`src/hdl/ffba_pkg.sv`:
```
// ----------------------------------------------------------------------------
// ffba_pkg
// Shared types, codes and defaults of the first-fit block allocator.
// ----------------------------------------------------------------------------
package ffba_pkg;

  // Default arena geometry.
  localparam int ARENA_BYTES_DEF        = 65536;
  localparam int HEADER_BYTES_DEF       = 16;
  localparam int FIRST_HEADER_BYTES_DEF = 24;
  localparam int ALIGN_BYTES_DEF        = 8;

  // Fixed field widths.
  localparam int CFG_W      = 17;
  localparam int REQ_W      = 16;
  localparam int OFFS_W     = 16;
  localparam int ARENA_MIN  = 64;

  // Request codes.
  typedef enum logic {
    OP_ALLOC = 1'b0,
    OP_FREE  = 1'b1
  } opcode_t;

  // Result codes.
  typedef enum logic [1:0] {
    ST_OK       = 2'd0,
    ST_NO_FIT   = 2'd1,
    ST_NO_BLOCK = 2'd2
  } status_t;

  typedef struct packed {
    opcode_t             opcode;
    logic [REQ_W-1:0]    request_bytes;
    logic [OFFS_W-1:0]   block_offset;
  } in_t;

  typedef struct packed {
    logic [OFFS_W-1:0]   data_offset;
    status_t             status;
  } out_t;

  // Controller states.
  typedef enum logic [2:0] {
    S_INIT,
    S_IDLE,
    S_DIV,
    S_MUL,
    S_WALK,
    S_SPLIT,
    S_FNEXT,
    S_RESP
  } fsm_t;

  // Largest power-of-two exponent, at most 6, that divides every header offset.
  function automatic int gran_shift(int a, int b, int c);
    int v;
    int s;
    v = a | b | c;
    s = 0;
    for (int i = 1; i <= 6; i++) begin
      if ((v & ((1 << i) - 1)) == 0) s = i;
    end
    return s;
  endfunction

endpackage

```
`src/hdl/ffba_ctrl.sv`:
```
// ----------------------------------------------------------------------------
// ffba_ctrl
// Walks the implicit block list in the header store, allocates, frees and
// merges, and produces one result per request.
// ----------------------------------------------------------------------------
module ffba_ctrl #(
  parameter int ARENA_BYTES        = ffba_pkg::ARENA_BYTES_DEF,
  parameter int HEADER_BYTES       = ffba_pkg::HEADER_BYTES_DEF,
  parameter int FIRST_HEADER_BYTES = ffba_pkg::FIRST_HEADER_BYTES_DEF,
  parameter int ALIGN_BYTES        = ffba_pkg::ALIGN_BYTES_DEF,
  parameter int AW                 = 17,
  parameter int IW                 = 14
) (
  input  logic           clk,
  input  logic           rst,
  input  logic           in_valid,
  output logic           in_ready,
  input  ffba_pkg::in_t  in_data,
  input  logic [AW-1:0]  arena,
  input  logic           cfg_we,
  output logic           res_valid,
  input  logic           res_ready,
  output ffba_pkg::out_t res_data,
  output logic           mem_we,
  output logic [IW-1:0]  mem_waddr,
  output logic [AW:0]    mem_wdata,
  output logic [IW-1:0]  mem_raddr,
  input  logic [AW:0]    mem_rdata
);

  localparam int GSH   = ffba_pkg::gran_shift(ALIGN_BYTES, HEADER_BYTES, FIRST_HEADER_BYTES);
  localparam int OW0   = $clog2(ARENA_BYTES + FIRST_HEADER_BYTES + 2 * HEADER_BYTES + 1);
  localparam int OW    = (OW0 > 18) ? OW0 : 18;
  localparam int NW    = ffba_pkg::REQ_W + 1;
  localparam int RSH   = 24;
  localparam longint RCP_VAL = ((64'd1 << RSH) + ALIGN_BYTES - 1) / ALIGN_BYTES;
  localparam logic [RSH:0] RCP = (RSH+1)'(RCP_VAL);
  localparam logic [OW-1:0] HDR = OW'(HEADER_BYTES);
  localparam logic [OW-1:0] FHDR = OW'(FIRST_HEADER_BYTES);

  ffba_pkg::fsm_t state, state_next;

  // Request and walk registers.
  ffba_pkg::opcode_t op;
  logic [NW-1:0]     numer;
  logic [NW-1:0]     quot;
  logic [NW-1:0]     sz;
  logic [ffba_pkg::OFFS_W-1:0] target;
  logic [OW-1:0]     off;
  logic [OW-1:0]     prev_off;
  logic              prev_free;
  logic [AW-1:0]     prev_size;
  logic [AW-1:0]     cur_size;
  logic [ffba_pkg::OFFS_W-1:0] res_off;
  ffba_pkg::status_t res_status;

  // Header just read.
  logic          hdr_free;
  logic [AW-1:0] hdr_size;
  logic [OW-1:0] next_off;
  logic          last;
  logic          fit;
  logic          split;
  logic          hit;
  logic          passed;
  logic [OW-1:0] merged;
  logic [OW-1:0] init_size;
  logic [2*NW+RSH:0] prod;

  assign hdr_free  = mem_rdata[AW];
  assign hdr_size  = mem_rdata[AW-1:0];
  assign next_off  = off + OW'(hdr_size) + HDR;
  assign last      = next_off >= (OW'(arena) + HDR);
  assign fit       = hdr_free && (OW'(hdr_size) >= OW'(sz));
  assign split     = OW'(hdr_size) >= (OW'(sz) + HDR);
  assign hit       = off == OW'(target);
  assign passed    = off > OW'(target);
  assign init_size = (OW'(arena) > FHDR) ? (OW'(arena) - FHDR) : '0;
  assign prod      = (2*NW+RSH+1)'(numer) * (2*NW+RSH+1)'(RCP);

  // Size of the freed block after absorbing a free successor.
  always_comb begin
    if (state == ffba_pkg::S_FNEXT) begin
      merged = OW'(cur_size) + (hdr_free ? (OW'(hdr_size) + HDR) : '0);
    end else begin
      merged = OW'(hdr_size);
    end
  end

  // Next state.
  always_comb begin
    state_next = state;
    unique case (state)
      ffba_pkg::S_INIT:  state_next = ffba_pkg::S_IDLE;
      ffba_pkg::S_IDLE:  if (in_valid) state_next = ffba_pkg::S_DIV;
      ffba_pkg::S_DIV:   state_next = ffba_pkg::S_MUL;
      ffba_pkg::S_MUL:   state_next = ffba_pkg::S_WALK;
      ffba_pkg::S_WALK: begin
        if (op == ffba_pkg::OP_ALLOC) begin
          if (fit) state_next = split ? ffba_pkg::S_SPLIT : ffba_pkg::S_RESP;
          else if (last) state_next = ffba_pkg::S_RESP;
        end else begin
          if (hit) begin
            state_next = (hdr_free || last) ? ffba_pkg::S_RESP : ffba_pkg::S_FNEXT;
          end else if (last || passed) begin
            state_next = ffba_pkg::S_RESP;
          end
        end
      end
      ffba_pkg::S_SPLIT: state_next = ffba_pkg::S_RESP;
      ffba_pkg::S_FNEXT: state_next = ffba_pkg::S_RESP;
      ffba_pkg::S_RESP:  if (res_ready) state_next = ffba_pkg::S_IDLE;
      default:           state_next = ffba_pkg::S_INIT;
    endcase
    if (cfg_we) state_next = ffba_pkg::S_INIT;
  end

  // Outputs: handshake, memory ports.
  always_comb begin
    in_ready  = state == ffba_pkg::S_IDLE;
    res_valid = state == ffba_pkg::S_RESP;
    mem_we    = 1'b0;
    mem_waddr = IW'(off >> GSH);
    mem_wdata = '0;
    mem_raddr = IW'(off >> GSH);
    unique case (state)
      ffba_pkg::S_INIT: begin
        mem_we    = 1'b1;
        mem_waddr = IW'(FHDR >> GSH);
        mem_wdata = {1'b1, AW'(init_size)};
      end
      ffba_pkg::S_MUL: mem_raddr = IW'(FHDR >> GSH);
      ffba_pkg::S_WALK: begin
        mem_raddr = IW'(next_off >> GSH);
        if (op == ffba_pkg::OP_ALLOC) begin
          if (fit) begin
            mem_we    = 1'b1;
            mem_wdata = {1'b0, split ? AW'(sz) : hdr_size};
          end
        end else if (hit && !hdr_free && last) begin
          mem_we    = 1'b1;
          mem_waddr = IW'((prev_free ? prev_off : off) >> GSH);
          mem_wdata = {1'b1, prev_free ? AW'(OW'(prev_size) + merged + HDR) : AW'(merged)};
        end
      end
      ffba_pkg::S_SPLIT: begin
        mem_we    = 1'b1;
        mem_waddr = IW'((off + OW'(sz) + HDR) >> GSH);
        mem_wdata = {1'b1, AW'(OW'(cur_size) - OW'(sz) - HDR)};
      end
      ffba_pkg::S_FNEXT: begin
        mem_we    = 1'b1;
        mem_waddr = IW'((prev_free ? prev_off : off) >> GSH);
        mem_wdata = {1'b1, prev_free ? AW'(OW'(prev_size) + merged + HDR) : AW'(merged)};
      end
      default: ;
    endcase
  end

  assign res_data.data_offset = res_off;
  assign res_data.status      = res_status;

  // State register.
  always_ff @(posedge clk) begin
    if (rst) state <= ffba_pkg::S_INIT;
    else     state <= state_next;
  end

  // Datapath registers.
  always_ff @(posedge clk) begin
    unique case (state)
      ffba_pkg::S_IDLE: begin
        op     <= in_data.opcode;
        numer  <= NW'(in_data.request_bytes) + NW'(ALIGN_BYTES - 1);
        target <= in_data.block_offset;
      end
      ffba_pkg::S_DIV: quot <= NW'(prod >> RSH);
      ffba_pkg::S_MUL: begin
        sz        <= NW'(quot * NW'(ALIGN_BYTES));
        off       <= FHDR;
        prev_free <= 1'b0;
      end
      ffba_pkg::S_WALK: begin
        cur_size   <= hdr_size;
        res_off    <= '0;
        res_status <= ffba_pkg::ST_OK;
        if (op == ffba_pkg::OP_ALLOC) begin
          if (fit) res_off <= off[ffba_pkg::OFFS_W-1:0];
          else if (last) res_status <= ffba_pkg::ST_NO_FIT;
        end else if (!hit && (last || passed)) begin
          res_status <= ffba_pkg::ST_NO_BLOCK;
        end
        // Step to the next header while the search goes on.
        if (state_next == ffba_pkg::S_WALK) begin
          prev_off  <= off;
          prev_free <= hdr_free;
          prev_size <= hdr_size;
          off       <= next_off;
        end
      end
      default: ;
    endcase
  end

  // A new request always starts with the rounding step.
  a_accept_div: assert property (@(posedge clk) disable iff (rst)
    (in_valid && in_ready && !cfg_we) |=> state == ffba_pkg::S_DIV)
    else $error("accepted request did not start rounding");

  // A tail header is only written right after the fitting block was found.
  a_split_order: assert property (@(posedge clk) disable iff (rst)
    state == ffba_pkg::S_SPLIT |-> $past(state) == ffba_pkg::S_WALK)
    else $error("split without a preceding walk");

  // The walk never leaves the arena; an empty last block sits at its end.
  a_walk_bound: assert property (@(posedge clk) disable iff (rst)
    state == ffba_pkg::S_WALK |-> off <= OW'(arena))
    else $error("header walk passed the arena end");

  // The header store is written only by the states that own a write.
  a_write_state: assert property (@(posedge clk) disable iff (rst)
    mem_we |-> (state == ffba_pkg::S_INIT || state == ffba_pkg::S_WALK ||
                state == ffba_pkg::S_SPLIT || state == ffba_pkg::S_FNEXT))
    else $error("header write in an unexpected state");

endmodule

```
`config.mk`:
```
export PLATFORM = sky130hd
export DESIGN_NAME = ffba_ctrl
export DESIGN_NICKNAME = d
export VERILOG_FILES = /design/src/hdl/ffba_pkg.sv /design/src/hdl/ffba_ctrl.sv
export SDC_FILE = /design/constraint.sdc
export NUM_CORES = 1
export LEC_CHECK = 0
export ABC_CLOCK_PERIOD_IN_PS = 6240
export BUFFER_PORTS_ARGS = -buffer_cell sky130_fd_sc_hd__clkbuf_2
export CORE_AREA = 2 2 130 195
export CTS_CLUSTER_DIAMETER = 150
export CTS_CLUSTER_SIZE = 8
export DETAILED_ROUTE_END_ITERATION = 10
export DIE_AREA = 0 0 132 197
export PLACE_DENSITY = 0.77
export SETUP_SLACK_MARGIN = 0.05
export SLEW_MARGIN = 20
export SYNTH_ARGS = -nofsm -noshare
export SYNTH_HDL_FRONTEND = slang
export SYNTH_SLANG_ARGS = --single-unit
```
`constraint.sdc`:
```
create_clock -name clk -period 6.24 [get_ports clk]
set_input_delay 1.248 -clock clk [delete_from_list [all_inputs] [get_ports clk]]
set_output_delay 1.248 -clock clk [all_outputs]
set_load 0.05 [all_outputs]
```
==> flow_summary_export.csv, run 1 <==
group,metric,value,unit
floorplanning,die-area,26000,sq um
clock_network,cts_htree_levels,4,
logic_synthesis,ys_top_cells_by_area,"edfxtp_1, ha_1, xnor2_1, xor2_1, inv_1",
place,gp_congestion,1.05,
worst_setup_path,regToRegStartpoint,"off[1]$_SDFFCE_PN0P_",
place,pre_cts_ws,-0.745,ns
sta,slew_headroom,30.7,%
cells_and_area,area_delta_synth_final,34.0,%
worst_setup_path,cpPeakStageDelay,0.39,ns
worst_setup_path,startpoint,"mem_rdata[1]",
cells_and_area,seq_area,4380,sq um
hold_path,hp-class,"reg2reg",
worst_setup_path,crit_cells,26,
hold_path,hold-path-cell-count,0,
logic_synthesis,synth_warnings,0,
worst_setup_path,r2r_cells,26,
clock_network,numCtsBuffers,17,
worst_setup_path,crit_end,"mem_waddr[13]",
floorplanning,io_pins,140,
floorplanning,die-height,197,microns
pwr,max-vdd-ir-drop,0.208,mV
routing,vias,12400,
pwr,leakage,7.80,nW
logic_synthesis,syn_nets,1678,
clock_network,cts_max_path_buffers,2,
floorplanning,coreArea,24300,sq um
worst_setup_path,crit_required,4.99,ns
job,cap_viol_max_count,0,
routing,drt-pass1-iter-count,5,
routing,drtIter0Drc,742,
logic_synthesis,ys_seq_area_share,33.3,%
clock_network,cts.sinks,147,
logic_synthesis,yosysTopAreaCellShare,32.9,%
routing,drt-total-wl,43700,microns
logic_synthesis,synthFlopType,"edfxtp_1",
sta,rsz0062_at_grt,"yes",
cells_and_area,num-fill-cells,1775,
worst_setup_path,worstReg2RegEnd,"prev_size[4]$_DFFE_PP_",
outcome,violations,"setup timing",
clock_network,cts-root-buf,"clkbuf_16",
clock_network,cts_tree,"yes",
place,dp.final_hpwl,33600,microns
worst_setup_path,path_common_cell,"o21ai_2",
sta,finalCriticalPeriod,6.85,ns
worst_setup_path,crit_fanout,4,
routing,via_per_inst,6.01,
logic_synthesis,synth_area_leader_cell,"edfxtp_1",
logic_synthesis,syn-cell-area,13200,sq um
worst_setup_path,cp-end-kind,"primary output",
routing,ant_nets,0,
place,place_inst,2012,
cells_and_area,nets,2004,
logic_synthesis,async_flop_share,0,%
floorplanning,die_x,132,microns
global_routing,antenna_found_initial,3,
sta,clock_skew,0.00897,ns
pwr,power.density,166,nW/um^2
sta,period_share,110,%
global_routing,grt_overflow,0,
global_routing,grt_pass1_vias,12600,
global_routing,grt_start_max_net_pins,39,
place,portBuffers,139,
clock_network,postCtsHoldBufs,0,
worst_setup_path,reg2reg_slack,0.77,ns
logic_synthesis,syn_area_per_cell,9.38,sq um
clock_network,clk_pin_slew,0.07,ns
sta,drv_slew,0,
routing,drcViolationCount,0,
clock_network,clkLatencyLatePin,0.45,ns
logic_synthesis,synth_edf_count,144,
global_routing,grt_usage,33.6,%
sta,hold_viol,0,
sta,holdWs,0.417,ns
logic_synthesis,synth_cells,1402,
logic_synthesis,synth-seq-cells,147,
routing,wl_per_cell,21.2,microns
outcome,outcome,"finished with violations",
worst_setup_path,path_class,"in2out",
worst_setup_path,cp-start-kind,"primary input",
cells_and_area,drive_above_1_share,29.2,%
sta,max_clock_freq,146,MHz
global_routing,grt_first_pass_wirelength,66800,microns
cells_and_area,instances_no_fill,2068,
sta,worstMarginPinSlew,1.04,ns
sta,setup_tns,-16.56,ns
worst_setup_path,cp_slowest_cell,"a221o_1",
worst_setup_path,worstPathArrival,5.60,ns
floorplanning,rows,70,
sta,setup_viol,33,
sta,fin_ws,-0.608,ns
worst_setup_path,cp.buffers_inverters,4,
cells_and_area,multiInputGateArea,8950,sq um
logic_synthesis,synth_cell_types,73,
floorplanning,initial_core_util,54.2,%
worst_setup_path,crit_family,"compound AO/OA/AOI/OAI gates",
synthesized netlist by cell type (all sizes together) (21+ instances only):
cell type / instances
nand2b: 21
a21oi: 81
inv: 116
nand3: 38
and2: 43
clkbuf: 35
nor2: 93
nand2: 97
o21ai: 93
edfxtp: 144
nor3: 28
ha: 199
xor2: 50
xnor2: 70
a21o: 33
stage by stage:
stage / area (sq um) / power, mW / util (%)
final: 17600 / 2.92 / 72.6
after global routing: 17600 / 3.01 / 72.6
after CTS: 17400 / 2.89 / 71.9
after detailed placement: 16000 / 1.69 / 66.0
after global placement: 16000 / 1.67 / 66.0
after floorplan: 13600 / 1.45 / -
flip-flops by register name, summed over array words and instances (netlist names), 16 cells and up:
register and count:
off 18, cur_size 17, prev_size 17, res_off 16
target 16
final cells by class:
class,instances,share of cell area [%]
Inverter,117,2.49
Tap cell,324,2.30
Clock inverter,15,1.33
Antenna cell,3,0.0426
Multi-Input combinational cell,1099,50.8
Sequential cell,147,24.9
Timing Repair Buffer,346,15.7
Clock buffer,17,2.41
power breakdown:
part / total, mW / switching [mW] / leakage (nW) / internal [mW]
Clock: 1.17 / 0.481 / 0.323 / 0.690
Combinational: 0.654 / 0.353 / 6.13 / 0.302
Sequential: 1.09 / 0.00368 / 1.35 / 1.09
Total: 2.92 / 0.837 / 7.80 / 2.08
repair_timing:
item                                    4_1_cts  5_1_grt
buffers inserted                             14        7
cloned                                        1        0
pin swaps                                    50       15
endpoints found under the setup margin       33       58
hold endpoints to repair                      0        0
gates resized for setup                     137       51
metal layers:
metal  track usage, %  share of wire, %  vias up
li1                 -                 -     5806
met3             4.73               5.2      166
met4             23.8               7.3        0
met5                0                 0        -
met2             60.1                51      503
met1             36.3                37     5954
worst reg2reg max path: cells and delay by family (launching register included):
kind                       cells  cell delay (ns)
AOI/OAI and AO/OA             13             2.18
xor gates and xnor gates       1             0.11
adders and majority gates      4             1.13
buffers and inverters          4             0.55
DFF                            1             0.49
and+or+nand+nor                4             0.68
worst min-delay path by stage:
stage | from | endpoint | slack (ns)
after floorplan | numer[3]$_DFFE_PP_ | quot[0]$_DFFE_PP_ | 0.40
after global placement | quot[8]$_DFFE_PP_ | sz[11]$_DFFE_PP_ | 0.40
after detailed placement | numer[6]$_DFFE_PP_ | quot[3]$_DFFE_PP_ | 0.40
after CTS | quot[0]$_DFFE_PP_ | sz[3]$_DFFE_PP_ | 0.41
after global routing | numer[9]$_DFFE_PP_ | quot[6]$_DFFE_PP_ | 0.43
final | quot[0]$_DFFE_PP_ | sz[3]$_DFFE_PP_ | 0.42
cells by family (layout without fill, tap and decap cells):
| family | Yosys count | in the layout | share of synthesized area [%] |
|---|---|---|---|
| xor gates and xnor gates | 120 | 120 | 7.99 |
| buffers and inverters | 156 | 495 | 4.61 |
| and+or+nand+nor | 405 | 405 | 15.3 |
| AOI/OAI and AO/OA | 345 | 345 | 17.2 |
| other | 0 | 3 | 0 |
| adders and majority gates | 203 | 203 | 19.5 |
| DFF | 147 | 147 | 33.3 |
| muxes | 26 | 26 | 2.05 |
cell usage in the layout (no fill, tap or decap), types with 9 or more instances in the layout:
cell type and n:
buf_4 191, o21ai_0 50, nand2b_1 21, inv_1 111, xor2_1 49, o21a_1 18, nand4_1 15, buf_8 23
ha_1 183, a211oi_1 9, buf_12 10, ha_4 14, o21ai_1 21, clkbuf_16 17, a21o_1 33, a21oi_1 66
edfxtp_1 144, nor3_1 26, xnor2_1 68, and3_1 16, o21ai_2 13, nand2_1 97, nor2_1 83, o21ai_4 9
and2_1 41, clkbuf_8 13, clkbuf_2 99, mux2i_1 19, o211ai_1 11, nand3_1 35, a21oi_2 10, nor4_1 10
Note: power is estimated with default switching activity, not from simulation.
==> inputs of run 2 (changes only) <==
--- a/config.mk
+++ b/config.mk
@@ -5,14 +5,15 @@
 export SDC_FILE = /design/constraint.sdc
 export NUM_CORES = 1
 export LEC_CHECK = 0
-export ABC_CLOCK_PERIOD_IN_PS = 6240
+export ABC_CLOCK_PERIOD_IN_PS = 7500
 export BUFFER_PORTS_ARGS = -buffer_cell sky130_fd_sc_hd__clkbuf_2
-export CORE_AREA = 2 2 130 195
+export CAP_MARGIN = 30
+export CORE_AREA = 2 2 123 185
 export CTS_CLUSTER_DIAMETER = 150
 export CTS_CLUSTER_SIZE = 8
 export DETAILED_ROUTE_END_ITERATION = 10
-export DIE_AREA = 0 0 132 197
-export PLACE_DENSITY = 0.77
+export DIE_AREA = 0 0 125 187
+export PLACE_DENSITY = 0.82
 export SETUP_SLACK_MARGIN = 0.05
 export SLEW_MARGIN = 20
 export SYNTH_ARGS = -nofsm -noshare
==> constraint.sdc (replaced) <==
create_clock -name clk -period 7.5 [get_ports clk]
set_input_delay 1.5 -clock clk [delete_from_list [all_inputs] [get_ports clk]]
set_output_delay 1.5 -clock clk [all_outputs]
set_load 0.05 [all_outputs]
==> flow_summary_export.csv, run 2 (synthesized netlist as in run 1, its figures left out) <==
group,metric,value,unit
cells_and_area,top_register,"off",
clock_network,clkLatencyLatePin,0.46,ns
sta,setup_tns,-0.529,ns
clock_network,clk_pin_slew,0.06,ns
clock_network,cts.sinks,147,
cells_and_area,num-fill-cells,1552,
hold_path,hp-class,"reg2reg",
outcome,violations,"setup timing",
worst_setup_path,crit_required,6.00,ns
cells_and_area,area_delta_synth_final,25.1,%
pwr,max-vdd-ir-drop,0.259,mV
sta,slew_headroom,38.4,%
routing,wl_per_cell,22.4,microns
floorplanning,coreArea,22000,sq um
place,portBuffers,139,
sta,drv_slew,0,
sta,finalCriticalPeriod,7.62,ns
floorplanning,die_x,125,microns
sta,hold_viol,0,
global_routing,antenna_found_initial,1,
cells_and_area,drive_above_1_share,23.3,%
routing,drt-total-wl,43200,microns
clock_network,cts_max_path_buffers,2,
sta,period_share,102,%
cells_and_area,nets,1916,
place,gp_congestion,0.982,
cells_and_area,final_core_util,74.9,%
worst_setup_path,path_class,"in2out",
floorplanning,die-height,187,microns
global_routing,grt_overflow,0,
pwr,total_power,2.35,mW
cells_and_area,final_cell_area,16400,sq um
cells_and_area,largest_reg_flops,18,
worst_setup_path,reg2reg_slack,1.73,ns
clock_network,cts_tree,"yes",
worst_setup_path,cp-start-kind,"primary input",
sta,rsz0062_at_grt,"yes",
cells_and_area,final_cell_mix,"ha_1, edfxtp_1, inv_1, buf_4, clkbuf_2",
sta,worstMarginPinSlew,0.925,ns
clock_network,numCtsBuffers,17,
global_routing,grt_start_max_net_pins,46,
cells_and_area,top_regs,"off (18), cur_size (17), prev_size (17)",
place,dpl-instance-area,15000,sq um
routing,vias,12300,
floorplanning,die-area,23400,sq um
cells_and_area,multiInputGateArea,8640,sq um
place,dp.final_hpwl,31900,microns
global_routing,grt_pass1_vias,12500,
worst_setup_path,cp-end-kind,"primary output",
sta,setup_viol,8,
worst_setup_path,crit_fanout,4,
job,cap_viol_max_count,0,
global_routing,grt_first_pass_wirelength,64600,microns
pwr,power.density,143,nW/um^2
cells_and_area,seq_area,4380,sq um
clock_network,postCtsHoldBufs,0,
routing,drcViolationCount,0,
routing,drtIter0Drc,1021,
routing,ant_nets,0,
floorplanning,initial_core_util,59.9,%
floorplanning,rows,67,
clock_network,cts-root-buf,"clkbuf_16",
pwr,leakage,7.28,nW
global_routing,grt_usage,35.7,%
clock_network,cts_htree_levels,4,
routing,drt-pass1-iter-count,6,
cells_and_area,final_common_cell,"ha_1",
floorplanning,io_pins,140,
routing,via_per_inst,6.40,
sta,fin_ws,-0.120,ns
outcome,outcome,"finished with violations",
sta,max_clock_freq,131,MHz
sta,clock_skew,0.0158,ns
worst_setup_path,worstPathArrival,6.12,ns
[run 2: cell types whose count changed in the layout (fill, tap and decap cells not counted), moves of 6 or more]
cell,before,now
buf_6,7,28
buf_4,191,109
a21oi_1,66,72
clkbuf_8,13,2
o21ai_0,50,56
o21ai_4,9,0
buf_8,23,4
[run 2: final timing paths]
path,from,end,depth (start not counted)
worst max register to register,off[1]$_SDFFCE_PN0P_,prev_size[16]$_DFFE_PP_,26
worst min-delay path,quot[7]$_DFFE_PP_,sz[10]$_DFFE_PP_,0
worst max-delay path,mem_rdata[1],mem_wdata[4],26
worst min register to register,quot[7]$_DFFE_PP_,sz[10]$_DFFE_PP_,0
[run 2: worst max-delay path, cell delays in order]
cell	delay, ns
buf_6	0.10
ha_4	0.26
ha_4	0.13
inv_2	0.04
fa_2	0.36
nor2b_2	0.15
o21ai_2	0.09
a21boi_2	0.20
o21ai_2	0.10
a21oi_2	0.16
o21a_1	0.17
o21a_1	0.18
nor2_2	0.06
xnor2_1	0.13
ha_1	0.33
a21oi_1	0.15
o21ai_1	0.09
a211oi_1	0.22
o21ai_1	0.10
a221o_1	0.40
nand3_2	0.12
o21ai_2	0.08
buf_6	0.16
a222oi_1	0.41
o21ai_1	0.18
clkbuf_8	0.22
[run 2: power by group]
| part | switching, mW | internal (mW) | total [mW] |
|---|---|---|---|
| registers | 0.00354 | 0.906 | 0.909 |
| clock network | 0.389 | 0.567 | 0.956 |
| logic | 0.278 | 0.208 | 0.486 |
[run 2: final cells by class]
class	instances	area share, %
multi-input cells	1099	52.5
diodes	1	0.0152
well taps	276	2.10
clock inverters	15	1.32
flip-flops and latches	147	26.7
inverters	117	2.67
repair buffers	258	12.2
clock buffers	17	2.59
[run 2: layer usage]
metal	global-route usage [%]	share of wire [%]	vias to the layer above
met5	0	0	-
met2	62.4	49	698
met3	7.52	8.0	240
li1	-	-	5632
met4	25.9	8.5	0
met1	37.7	34	5777
[run 2: through the flow]
stage	setup WS, ns	hold WS (ns)	cells
global placement	-0.0504	0.402	1880
global route	-0.271	0.429	1930
finish	-0.120	0.419	1930
detailed placement	-0.180	0.405	1882
floorplan	0.0406	0.400	1402
CTS	0.0430	0.419	1915
[run 2: what timing repair did]
action                                  CTS  global route
setup buffers                             1            11
hold endpoints to repair                  0             0
gates cloned                              0             0
resized for setup                        30           174
pin swaps                                 9            62
endpoints found under the setup margin   30            33
